==> config.mk <==
export PLATFORM = sky130hd
export DESIGN_NAME = inline_emphasis_marker_scanner_core
export DESIGN_NICKNAME = d
export VERILOG_FILES = /design/src/rtl/iems_pkg.sv /design/src/rtl/inline_emphasis_marker_scanner_core.sv /design/src/rtl/iems_scan.sv /design/src/rtl/iems_outq.sv
export SDC_FILE = /design/constraint.sdc
export NUM_CORES = 1
export LEC_CHECK = 0
export ABC_AREA = 0
export CORE_ASPECT_RATIO = 1.5
export CORE_MARGIN = 5
export CORE_UTILIZATION = 44
export CTS_CLUSTER_SIZE = 16
export DETAILED_ROUTE_END_ITERATION = 16
export DONT_BUFFER_PORTS = 1
export PLACE_DENSITY_LB_ADDON = 0.1
export SETUP_SLACK_MARGIN = 0.05
export SKIP_CTS_REPAIR_TIMING = 1
export SYNTH_ARGS = -nofsm -noshare
export SYNTH_HDL_FRONTEND = slang
export SYNTH_HIERARCHICAL = 1
export SYNTH_SLANG_ARGS = --single-unit
==> constraint.sdc <==
create_clock -name clk_i -period 8.2 [get_ports clk_i]
set_input_delay 1.64 -clock clk_i [delete_from_list [all_inputs] [get_ports clk_i]]
set_output_delay 1.64 -clock clk_i [all_outputs]
set_load 0.01 [all_outputs]
==> src/rtl/iems_pkg.sv <==
// Shared types, character codes and marker kind codes for the inline
// emphasis marker scanner. No dependencies; every rtl file imports it.
package iems_pkg;

  // default width of the internal byte position counter
  localparam int unsigned POSITION_BITS_DEF = 16;

  // character codes
  localparam logic [7:0] CH_STAR  = 8'h2A;
  localparam logic [7:0] CH_TILDE = 8'h7E;
  localparam logic [7:0] CH_UNDER = 8'h5F;
  localparam logic [7:0] CH_SPACE = 8'h20;
  localparam logic [7:0] CH_TAB   = 8'h09;
  localparam logic [7:0] CH_NL    = 8'h0A;
  localparam logic [7:0] CH_NUL   = 8'h00;

  // marker kinds, end code is start code plus one
  localparam logic [2:0] KIND_BI_START     = 3'd0;
  localparam logic [2:0] KIND_BI_END       = 3'd1;
  localparam logic [2:0] KIND_BOLD_START   = 3'd2;
  localparam logic [2:0] KIND_BOLD_END     = 3'd3;
  localparam logic [2:0] KIND_ITAL_START   = 3'd4;
  localparam logic [2:0] KIND_ITAL_END     = 3'd5;
  localparam logic [2:0] KIND_STRIKE_START = 3'd6;
  localparam logic [2:0] KIND_STRIKE_END   = 3'd7;

  // one outgoing marker
  typedef struct packed {
    logic        sat;
    logic        last;
    logic [1:0]  len;
    logic [15:0] pos;
    logic [2:0]  kind;
  } iems_res_t;

  // markers produced by one byte, first in position order
  typedef struct packed {
    logic [1:0] num;
    iems_res_t  first;
    iems_res_t  second;
  } iems_push_t;

  // space, tab or newline
  function automatic logic is_ws(logic [7:0] c);
    return (c == CH_SPACE) || (c == CH_TAB) || (c == CH_NL);
  endfunction

  // whitespace or NUL
  function automatic logic is_blank(logic [7:0] c);
    return is_ws(c) || (c == CH_NUL);
  endfunction

  // ASCII letter or digit
  function automatic logic is_word(logic [7:0] c);
    return ((c >= 8'h61) && (c <= 8'h7A)) || ((c >= 8'h41) && (c <= 8'h5A)) ||
           ((c >= 8'h30) && (c <= 8'h39));
  endfunction

endpackage

==> src/rtl/inline_emphasis_marker_scanner_core.sv <==
// Inline emphasis marker scanner: text bytes in, emphasis markers out.
// A marker passes the input register and the result queue before it leaves.
// Throughput: one byte per cycle while each byte causes at most one marker and the
// output accepts markers; output is one marker per cycle, set by the single result port.
// Reset (rst_ni low, asynchronous) clears all runs, open flags and positions.
module inline_emphasis_marker_scanner_core import iems_pkg::*; #(
  parameter int unsigned POSITION_BITS = POSITION_BITS_DEF
) (
  input  logic        clk_i,
  input  logic        rst_ni,
  input  logic        s_axis_tvalid_i,
  output logic        s_axis_tready_o,
  input  logic [7:0]  s_axis_tdata_i,   // [7:0] text_byte
  input  logic        s_axis_tlast_i,   // end_of_text
  output logic        m_axis_tvalid_o,
  input  logic        m_axis_tready_i,
  output logic [23:0] m_axis_tdata_o,   // [2:0] marker_kind, [18:3] marker_position,
                                        // [20:19] marker_length, [23:21] zero
  output logic        m_axis_tlast_o,   // last_of_item
  output logic        m_axis_tuser_o    // position_saturated
);

  logic       in_valid_q;
  logic [7:0] in_byte_q;
  logic       in_last_q;
  logic       room;
  logic       adv;
  iems_push_t push;
  iems_res_t  res;

  assign adv             = in_valid_q && room;
  assign s_axis_tready_o = !in_valid_q || adv;

  // input register: take a new request whenever the held one moves on
  always_ff @(posedge clk_i or negedge rst_ni) begin
    if (!rst_ni) begin
      in_valid_q <= 1'b0;
    end else if (s_axis_tready_o) begin
      in_valid_q <= s_axis_tvalid_i;
    end
  end

  always_ff @(posedge clk_i) begin
    if (s_axis_tready_o && s_axis_tvalid_i) begin
      in_byte_q <= s_axis_tdata_i;
      in_last_q <= s_axis_tlast_i;
    end
  end

  iems_scan #(
    .POSITION_BITS(POSITION_BITS)
  ) u_scan (
    .clk_i  (clk_i),
    .rst_ni (rst_ni),
    .step_i (adv),
    .byte_i (in_byte_q),
    .end_i  (in_last_q),
    .push_o (push)
  );

  iems_outq u_outq (
    .clk_i   (clk_i),
    .rst_ni  (rst_ni),
    .push_i  (push),
    .room_o  (room),
    .valid_o (m_axis_tvalid_o),
    .ready_i (m_axis_tready_i),
    .res_o   (res)
  );

  // pack result fields
  assign m_axis_tdata_o = {3'b000, res.len, res.pos, res.kind};
  assign m_axis_tlast_o = res.last;
  assign m_axis_tuser_o = res.sat;

endmodule

==> src/rtl/iems_scan.sv <==
// Run tracking, open flags and marker decision for one text byte per step.
// Depends on iems_pkg for character codes, kinds and result types.
module iems_scan import iems_pkg::*; #(
  parameter int unsigned POSITION_BITS = POSITION_BITS_DEF
) (
  input  logic       clk_i,
  input  logic       rst_ni,
  input  logic       step_i,
  input  logic [7:0] byte_i,
  input  logic       end_i,
  output iems_push_t push_o
);

  localparam logic [POSITION_BITS-1:0] PosMax = '1;

  // open flag slots
  localparam logic [2:0] IDX_BI     = 3'd0;
  localparam logic [2:0] IDX_BOLD   = 3'd1;
  localparam logic [2:0] IDX_STAR   = 3'd2;
  localparam logic [2:0] IDX_UNDER  = 3'd3;
  localparam logic [2:0] IDX_STRIKE = 3'd4;

  typedef struct packed {
    logic                     hit;
    logic [2:0]               kind;
    logic [POSITION_BITS-1:0] pos;
    logic                     over;
    logic [1:0]               len;
    logic [4:0]               opens;
  } dec_t;

  logic [7:0]               bbr_q, bbr_d, bbr_a;
  logic [7:0]               sym_q, sym_d, sym_a;
  logic [2:0]               cnt_q, cnt_d, cnt_a;
  logic [POSITION_BITS-1:0] rbeg_q, rbeg_d, rbeg_a;
  logic [POSITION_BITS-1:0] rend_q, rend_d, rend_a;
  logic                     bov_q, bov_d, bov_a;
  logic                     eov_q, eov_d, eov_a;
  logic [POSITION_BITS-1:0] npos_q, npos_d;
  logic                     pov_q, pov_d;
  logic [4:0]               opens_q, opens_d, opens_a;
  logic                     cont;
  logic                     is_mark;
  dec_t                     dec0, dec1;

  // decide a finished run given the byte that follows it
  function automatic dec_t decide(
    logic [7:0] sym, logic [2:0] cnt, logic [7:0] prev, logic [7:0] nxt,
    logic [POSITION_BITS-1:0] rb, logic rbo, logic [POSITION_BITS-1:0] re, logic reo,
    logic [4:0] opens
  );
    dec_t       r;
    logic       pair_en;
    logic [2:0] idx;
    logic [2:0] base;
    logic [1:0] len;
    logic [7:0] pu;
    r       = '0;
    r.opens = opens;
    pair_en = 1'b0;
    idx     = IDX_BI;
    base    = KIND_BI_START;
    len     = 2'd1;
    pu      = prev;
    if (sym == CH_STAR) begin
      case (cnt)
        3'd1: begin
          pair_en = 1'b1; idx = IDX_STAR; base = KIND_ITAL_START; len = 2'd1;
        end
        3'd2: begin
          pair_en = 1'b1; idx = IDX_BOLD; base = KIND_BOLD_START; len = 2'd2;
        end
        3'd3: begin
          pair_en = 1'b1; idx = IDX_BI; base = KIND_BI_START; len = 2'd3;
        end
        default: pair_en = 1'b0;
      endcase
    end else if ((sym == CH_TILDE) && (cnt == 3'd2)) begin
      pair_en = 1'b1; idx = IDX_STRIKE; base = KIND_STRIKE_START; len = 2'd2;
    end
    // star and tilde runs: token at run start
    if (pair_en) begin
      r.pos  = rb;
      r.over = rbo;
      r.len  = len;
      if (!opens[idx] && !is_blank(nxt)) begin
        r.hit        = 1'b1;
        r.kind       = base;
        r.opens[idx] = 1'b1;
      end else if (opens[idx] && !is_ws(prev)) begin
        r.hit        = 1'b1;
        r.kind       = base + 3'd1;
        r.opens[idx] = 1'b0;
      end
    end
    // odd underscore run: last underscore is the token
    if ((sym == CH_UNDER) && ((cnt == 3'd1) || (cnt == 3'd3))) begin
      pu     = (cnt == 3'd1) ? prev : CH_UNDER;
      r.pos  = re;
      r.over = reo;
      r.len  = 2'd1;
      if (!opens[IDX_UNDER] && !is_word(pu) && !is_blank(nxt)) begin
        r.hit              = 1'b1;
        r.kind             = KIND_ITAL_START;
        r.opens[IDX_UNDER] = 1'b1;
      end else if (opens[IDX_UNDER] && !is_ws(pu) && !is_word(nxt)) begin
        r.hit              = 1'b1;
        r.kind             = KIND_ITAL_END;
        r.opens[IDX_UNDER] = 1'b0;
      end
    end
    return r;
  endfunction

  function automatic iems_res_t to_res(dec_t d, logic last);
    iems_res_t r;
    r.kind = d.kind;
    r.pos  = 16'(d.pos);
    r.len  = d.len;
    r.last = last;
    r.sat  = d.over;
    return r;
  endfunction

  // position counter saturates at its top value
  always_comb begin
    if (npos_q == PosMax) begin
      npos_d = PosMax;
      pov_d  = 1'b1;
    end else begin
      npos_d = npos_q + 1'b1;
      pov_d  = pov_q;
    end
  end

  // extend or decide the current run on the incoming byte
  always_comb begin
    cont    = (cnt_q != 3'd0) && (byte_i == sym_q);
    is_mark = (byte_i == CH_STAR) || (byte_i == CH_TILDE) || (byte_i == CH_UNDER);
    dec0    = decide(sym_q, cnt_q, bbr_q, byte_i, rbeg_q, bov_q, rend_q, eov_q, opens_q);
    bbr_a   = bbr_q;
    sym_a   = sym_q;
    cnt_a   = cnt_q;
    rbeg_a  = rbeg_q;
    bov_a   = bov_q;
    rend_a  = rend_q;
    eov_a   = eov_q;
    opens_a = opens_q;
    if (cont) begin
      dec0.hit = 1'b0;
      if (cnt_q < 3'd4) begin
        cnt_a = cnt_q + 3'd1;
      end else if (sym_q == CH_UNDER) begin
        cnt_a = 3'd3;
      end else begin
        cnt_a = 3'd4;
      end
      rend_a = npos_q;
      eov_a  = pov_q;
    end else begin
      if (cnt_q != 3'd0) begin
        opens_a = dec0.opens;
      end else begin
        dec0.hit = 1'b0;
      end
      if (is_mark) begin
        bbr_a  = (cnt_q != 3'd0) ? sym_q : bbr_q;
        sym_a  = byte_i;
        cnt_a  = 3'd1;
        rbeg_a = npos_q;
        bov_a  = pov_q;
        rend_a = npos_q;
        eov_a  = pov_q;
      end else begin
        bbr_a = byte_i;
        cnt_a = 3'd0;
      end
    end
    // end of text decides the pending run against a newline
    dec1 = decide(sym_a, cnt_a, bbr_a, CH_NL, rbeg_a, bov_a, rend_a, eov_a, opens_a);
    if (!(end_i && (cnt_a != 3'd0))) begin
      dec1.hit = 1'b0;
    end
  end

  // next state: clear everything after the last byte of a text
  always_comb begin
    bbr_d   = bbr_a;
    sym_d   = sym_a;
    cnt_d   = cnt_a;
    rbeg_d  = rbeg_a;
    bov_d   = bov_a;
    rend_d  = rend_a;
    eov_d   = eov_a;
    opens_d = opens_a;
    if (end_i) begin
      bbr_d   = CH_NL;
      sym_d   = CH_NUL;
      cnt_d   = 3'd0;
      rbeg_d  = '0;
      bov_d   = 1'b0;
      rend_d  = '0;
      eov_d   = 1'b0;
      opens_d = '0;
    end
  end

  // order the markers of this byte and flag the final one
  always_comb begin
    push_o = '0;
    if (dec0.hit && dec1.hit) begin
      push_o.num    = 2'd2;
      push_o.first  = to_res(dec0, 1'b0);
      push_o.second = to_res(dec1, 1'b1);
    end else if (dec0.hit) begin
      push_o.num   = 2'd1;
      push_o.first = to_res(dec0, 1'b1);
    end else if (dec1.hit) begin
      push_o.num   = 2'd1;
      push_o.first = to_res(dec1, 1'b1);
    end
    if (!step_i) begin
      push_o.num = 2'd0;
    end
  end

  // hold scanner state, advance on each byte
  always_ff @(posedge clk_i or negedge rst_ni) begin
    if (!rst_ni) begin
      bbr_q   <= CH_NL;
      sym_q   <= CH_NUL;
      cnt_q   <= 3'd0;
      rbeg_q  <= '0;
      bov_q   <= 1'b0;
      rend_q  <= '0;
      eov_q   <= 1'b0;
      npos_q  <= '0;
      pov_q   <= 1'b0;
      opens_q <= '0;
    end else if (step_i) begin
      bbr_q   <= bbr_d;
      sym_q   <= sym_d;
      cnt_q   <= cnt_d;
      rbeg_q  <= rbeg_d;
      bov_q   <= bov_d;
      rend_q  <= rend_d;
      eov_q   <= eov_d;
      opens_q <= opens_d;
      if (end_i) begin
        npos_q <= '0;
        pov_q  <= 1'b0;
      end else begin
        npos_q <= npos_d;
        pov_q  <= pov_d;
      end
    end
  end

endmodule

==> src/rtl/iems_outq.sv <==
// Four-entry result queue that takes up to two markers per cycle.
// Depends on iems_pkg for the result types.
module iems_outq import iems_pkg::*; (
  input  logic       clk_i,
  input  logic       rst_ni,
  input  iems_push_t push_i,
  output logic       room_o,
  output logic       valid_o,
  input  logic       ready_i,
  output iems_res_t  res_o
);

  localparam int unsigned Depth = 4;
  localparam int unsigned PtrW  = $clog2(Depth);
  localparam int unsigned CntW  = $clog2(Depth + 1);

  iems_res_t         mem_q [Depth];
  logic [PtrW-1:0]   head_q, tail_q;
  logic [CntW-1:0]   cnt_q;
  logic              pop;

  assign pop     = valid_o && ready_i;
  assign valid_o = (cnt_q != '0);
  assign res_o   = mem_q[head_q];
  // two free slots after this cycle's pop
  assign room_o  = (cnt_q <= CntW'(Depth - 2)) || ((cnt_q == CntW'(Depth - 1)) && pop);

  // store pushed markers
  always_ff @(posedge clk_i) begin
    if (push_i.num != 2'd0) begin
      mem_q[tail_q] <= push_i.first;
    end
    if (push_i.num == 2'd2) begin
      mem_q[tail_q + PtrW'(1)] <= push_i.second;
    end
  end

  // advance pointers and count
  always_ff @(posedge clk_i or negedge rst_ni) begin
    if (!rst_ni) begin
      head_q <= '0;
      tail_q <= '0;
      cnt_q  <= '0;
    end else begin
      if (pop) begin
        head_q <= head_q + PtrW'(1);
      end
      tail_q <= tail_q + PtrW'(push_i.num);
      cnt_q  <= cnt_q + CntW'(push_i.num) - CntW'(pop);
    end
  end

  a_cnt_bound : assert property (@(posedge clk_i) disable iff (!rst_ni)
    cnt_q <= CntW'(Depth))
    else $error("result queue count exceeds depth");

  a_no_overflow : assert property (@(posedge clk_i) disable iff (!rst_ni)
    (4'(cnt_q) + 4'(push_i.num) - 4'(pop)) <= 4'(Depth))
    else $error("markers pushed into a full queue");

  a_pop_only : assert property (@(posedge clk_i) disable iff (!rst_ni)
    (pop && (push_i.num == 2'd0)) |=> (cnt_q == $past(cnt_q) - CntW'(1)))
    else $error("queue count did not drop after a request left");

endmodule
==> metrics.md <==
| Metric | Value |
|---|---|
| Worst min path class | `reg2reg` |
| CORE AREA | `roughly 26000 um2` |
| Multi-input combinational cell area | `5810 um2` |
| DIE AREA | `slightly below 30000 um2` |
| Worst Min Path Start | `u_scan/rend_q[14]$_DFFE_PN0P_` |
| Final Hold Viols | `0` |
| Ys async rst share | `45.1%` |
| DRC errors left | `0` |
| Final wirelength | `approximately 30000 um` |
| Power Total | `2.62 mW` |
| Slew Viols, Final | `0` |
| Max_cap viols | `0` |
| Most frequent cells in the layout | `edfxtp_1, dfrtp_1, mux2_2` |
| Initial antenna violation count | `0` |
| Fin Clk Skew | `0.00897 ns` |
| Crit path from | `u_scan/cnt_q[0]$_DFFE_PN0P_` |
| Final min period | `approximately 6.3 ns` |
| Hpwl dp | `20400 um` |
| LEAKAGE | `4.38 nW` |
| VDD IR-drop max | `about 0.16 mV` |
| Remaining antenna violation count | `0` |
| DR vias | `approximately 8k` |
| Total grt overflow | `0` |
| Clock sinks | `184` |
| Status | `finished, final reports clean` |
| Pre-Repair DR Iteration Count | `5` |
| Crit share post-route | `~77%` |
| WL per Instance | `23.0 um` |
| Final setup fails | `0` |
| Cell variety after synth | `100` |
| Commonest non-fill, non-tap cell in the layout | `edfxtp_1` |
| CP Data Required Time | `slightly above 8 ns` |
| ANT cells | `0` |
| Starting Density | `between 40% and 50%` |
| Clk slew on worst S/H paths | `about 0.070 ns` |
| Crit Path Class | `reg2reg` |
| CP Max Fanout | `24` |
| Clock Path Buffers | `2` |
| DIE HEIGHT | `about 210 um` |
| Skew-Pair Late Insertion Delay | `around 0.43 ns` |
| Gpl congestion | `approximately 0.9` |
| Initial drt markers | `roughly 460` |
| DIE WIDTH | `roughly 140 um` |
| Data arrival, critical path | `roughly 6.4 ns` |
| All-Layer GR Usage | `20.4%` |
| Nets | `between 900 and 1k` |
| Pwr/cell area | `between 200 and 250 nW/um2` |
| Vias per cell | `6.30` |
| Yosys reg bits | `around 180` |
| Worst slew margin | `between 10% and 20%` |
| RSZ-0062 raised after global routing | `no` |
| First-pass GRT wire length | `~48000 um` |
| CTS tree | `yes` |
| IO Pins | `41` |
| Crit end category | `flip-flop` |
| Gate Count Post-Synth | `979` |
| Largest net degree at the start of global routing | `between 80 and 90` |
| Fill count | `roughly 2.4k` |
| Number of global-route vias before repair | `slightly above 8k` |
| RR Startpoint | `u_scan/cnt_q[0]$_DFFE_PN0P_` |
| Post-synthesis cell area | `around 11000 um2` |
| Actual slew at the worst max-slew pin | `~1.2 ns` |
| Synth-to-layout area growth | `5.84%` |
| Std cell rows | `72` |
| TritonCTS buffer count | `17` |
| Clock Tree Root | `clkbuf_16` |
| F_max | `158 MHz` |
| Setup TNS | `0 ns` |
| Syn avg cell area | `~12 um2` |
| Yosys Warn Count | `6` |
| Post-synth EDFFs | `about 100` |
| Worst setup SP type | `flip-flop` |
| Port bufs | `0` |
| Register Area | `approximately 5000 um2` |
| Final core utilization | `a little under half` |
| Share of cells above drive strength 1 | `22.4%` |
| Htree depth | `4` |
| Sequential-to-total area share from yosys stat | `roughly 45%` |
| Top FF cell, synth | `edfxtp_1` |
-- path summary, 6_finish.rpt --
kind / endpoint / depth (start not counted) / slack [ns]
setup / recovery: u_outq/mem_q[2][10]$_DFFE_PP_ / 18 / 1.89
hold / removal: u_scan/rend_q[14]$_DFFE_PN0P_ / 1 / 0.52
setup reg to reg: u_outq/mem_q[2][10]$_DFFE_PP_ / 18 / 1.89
hold reg to reg: u_scan/rend_q[14]$_DFFE_PN0P_ / 1 / 0.52
max in group asynchronous: u_scan/bbr_q[1]$_DFFE_PN1P_ / 0 / 7.09
min in group asynchronous: u_scan/opens_q[3]$_DFFE_PN0P_ / 0 / 0.90
-- layer usage --
metal / track usage (%) / vias to the layer above / wire length, um
li1: - / 3773 / -
met1: 26.7 / 4010 / 12400
met2: 34.9 / 214 / 15100
met3: 3.07 / 56 / 1060
met4: 6.29 / 0 / 760
met5: 0 / - / 0
-- cell families after synthesis --
| family | Yosys count | share of synthesized area (%) |
|---|---|---|
| flip-flops | 184 | 44.6 |
| adder cells (fa/ha/maj) | 11 | 1.27 |
| AND/OR/NAND/NOR | 242 | 12.0 |
| AO/OA/AOI/OAI | 299 | 20.9 |
| other | 1 | 0.0327 |
| multiplexers | 119 | 14.7 |
| buffers and inverters | 108 | 5.19 |
| XOR/XNOR | 15 | 1.41 |
-- sequential cells by signal, indices dropped and copies added, names as in the netlist, 2 cells and up --
register / flops
in_byte_q: 8
u_outq/cnt_q: 3
u_outq/head_q: 2
u_outq/mem_q: 92
u_outq/tail_q: 2
u_scan/bbr_q: 8
u_scan/cnt_q: 3
u_scan/npos_q: 16
u_scan/opens_q: 5
u_scan/rbeg_q: 16
u_scan/rend_q: 16
u_scan/sym_q: 8
-- power breakdown --
group	switching, mW	leakage (nW)	internal [mW]	total (mW)
clock network	0.359	0.266	0.452	0.811
registers	0.129	2.07	1.05	1.18
logic	0.367	2.04	0.265	0.633
total	0.855	4.38	1.77	2.62
-- synthesized netlist by cell type (12+ instances only) --
cell	instances	share of area, %
nor3_1	12	0.52
a22oi_1	51	3.3
o21ai_0	32	1.4
o2bb2ai_1	35	2.7
buf_2	15	0.65
mux2_4	22	2.9
o32ai_2	18	2.6
nor2_1	59	1.9
nand3_1	14	0.61
clkbuf_1	40	1.3
mux2_2	63	6.2
dfrtp_1	81	18
buf_4	13	0.85
edfxtp_1	101	26
a21oi_1	38	1.7
and3_1	24	1.3
a221oi_1	17	1.3
inv_1	19	0.62
nand2_1	55	1.8
mux4_2	23	4.5
buf_6	12	1.2
-- area by class of cell --
| cell class | count | share of cell area [%] |
|---|---|---|
| well taps | 333 | 3.43 |
| clock buffers | 22 | 3.66 |
| repair buffers | 21 | 1.30 |
| multi-input cells | 689 | 47.9 |
| inverters | 20 | 0.618 |
| flip-flops and latches | 184 | 42.1 |
| clock inverters | 10 | 0.990 |
-- per-stage QoR --
step	hold slack (ns)	worst slack, ns	cell area (um2)	std cells
after global placement	0.494	2.06	11600	1247
final	0.518	1.89	12100	1279
after global routing	0.535	1.35	12100	1279
after CTS	0.518	1.85	12100	1279
after detailed placement	0.502	1.86	11600	1247
after floorplan	0.469	2.37	11500	981
-- worst max-delay path, stage by stage, from the launching register on --
cell and delay [ns]:
dfrtp_1 0.45, inv_1 0.22, ha_1 0.25, nor2b_1 0.54, or3_1 0.23, nand4_1 0.12, nand2_1 0.59, o21ai_0 0.31
a31oi_2 0.29, a21oi_2 0.05, buf_4 0.24, nor2_1 0.13, ha_1 0.32, inv_1 0.36, nor2_1 0.64, nor4bb_4 0.39
buf_4 0.42, a21o_1 0.13, buf_4 0.30
Note: power is estimated with default switching activity, not from simulation.
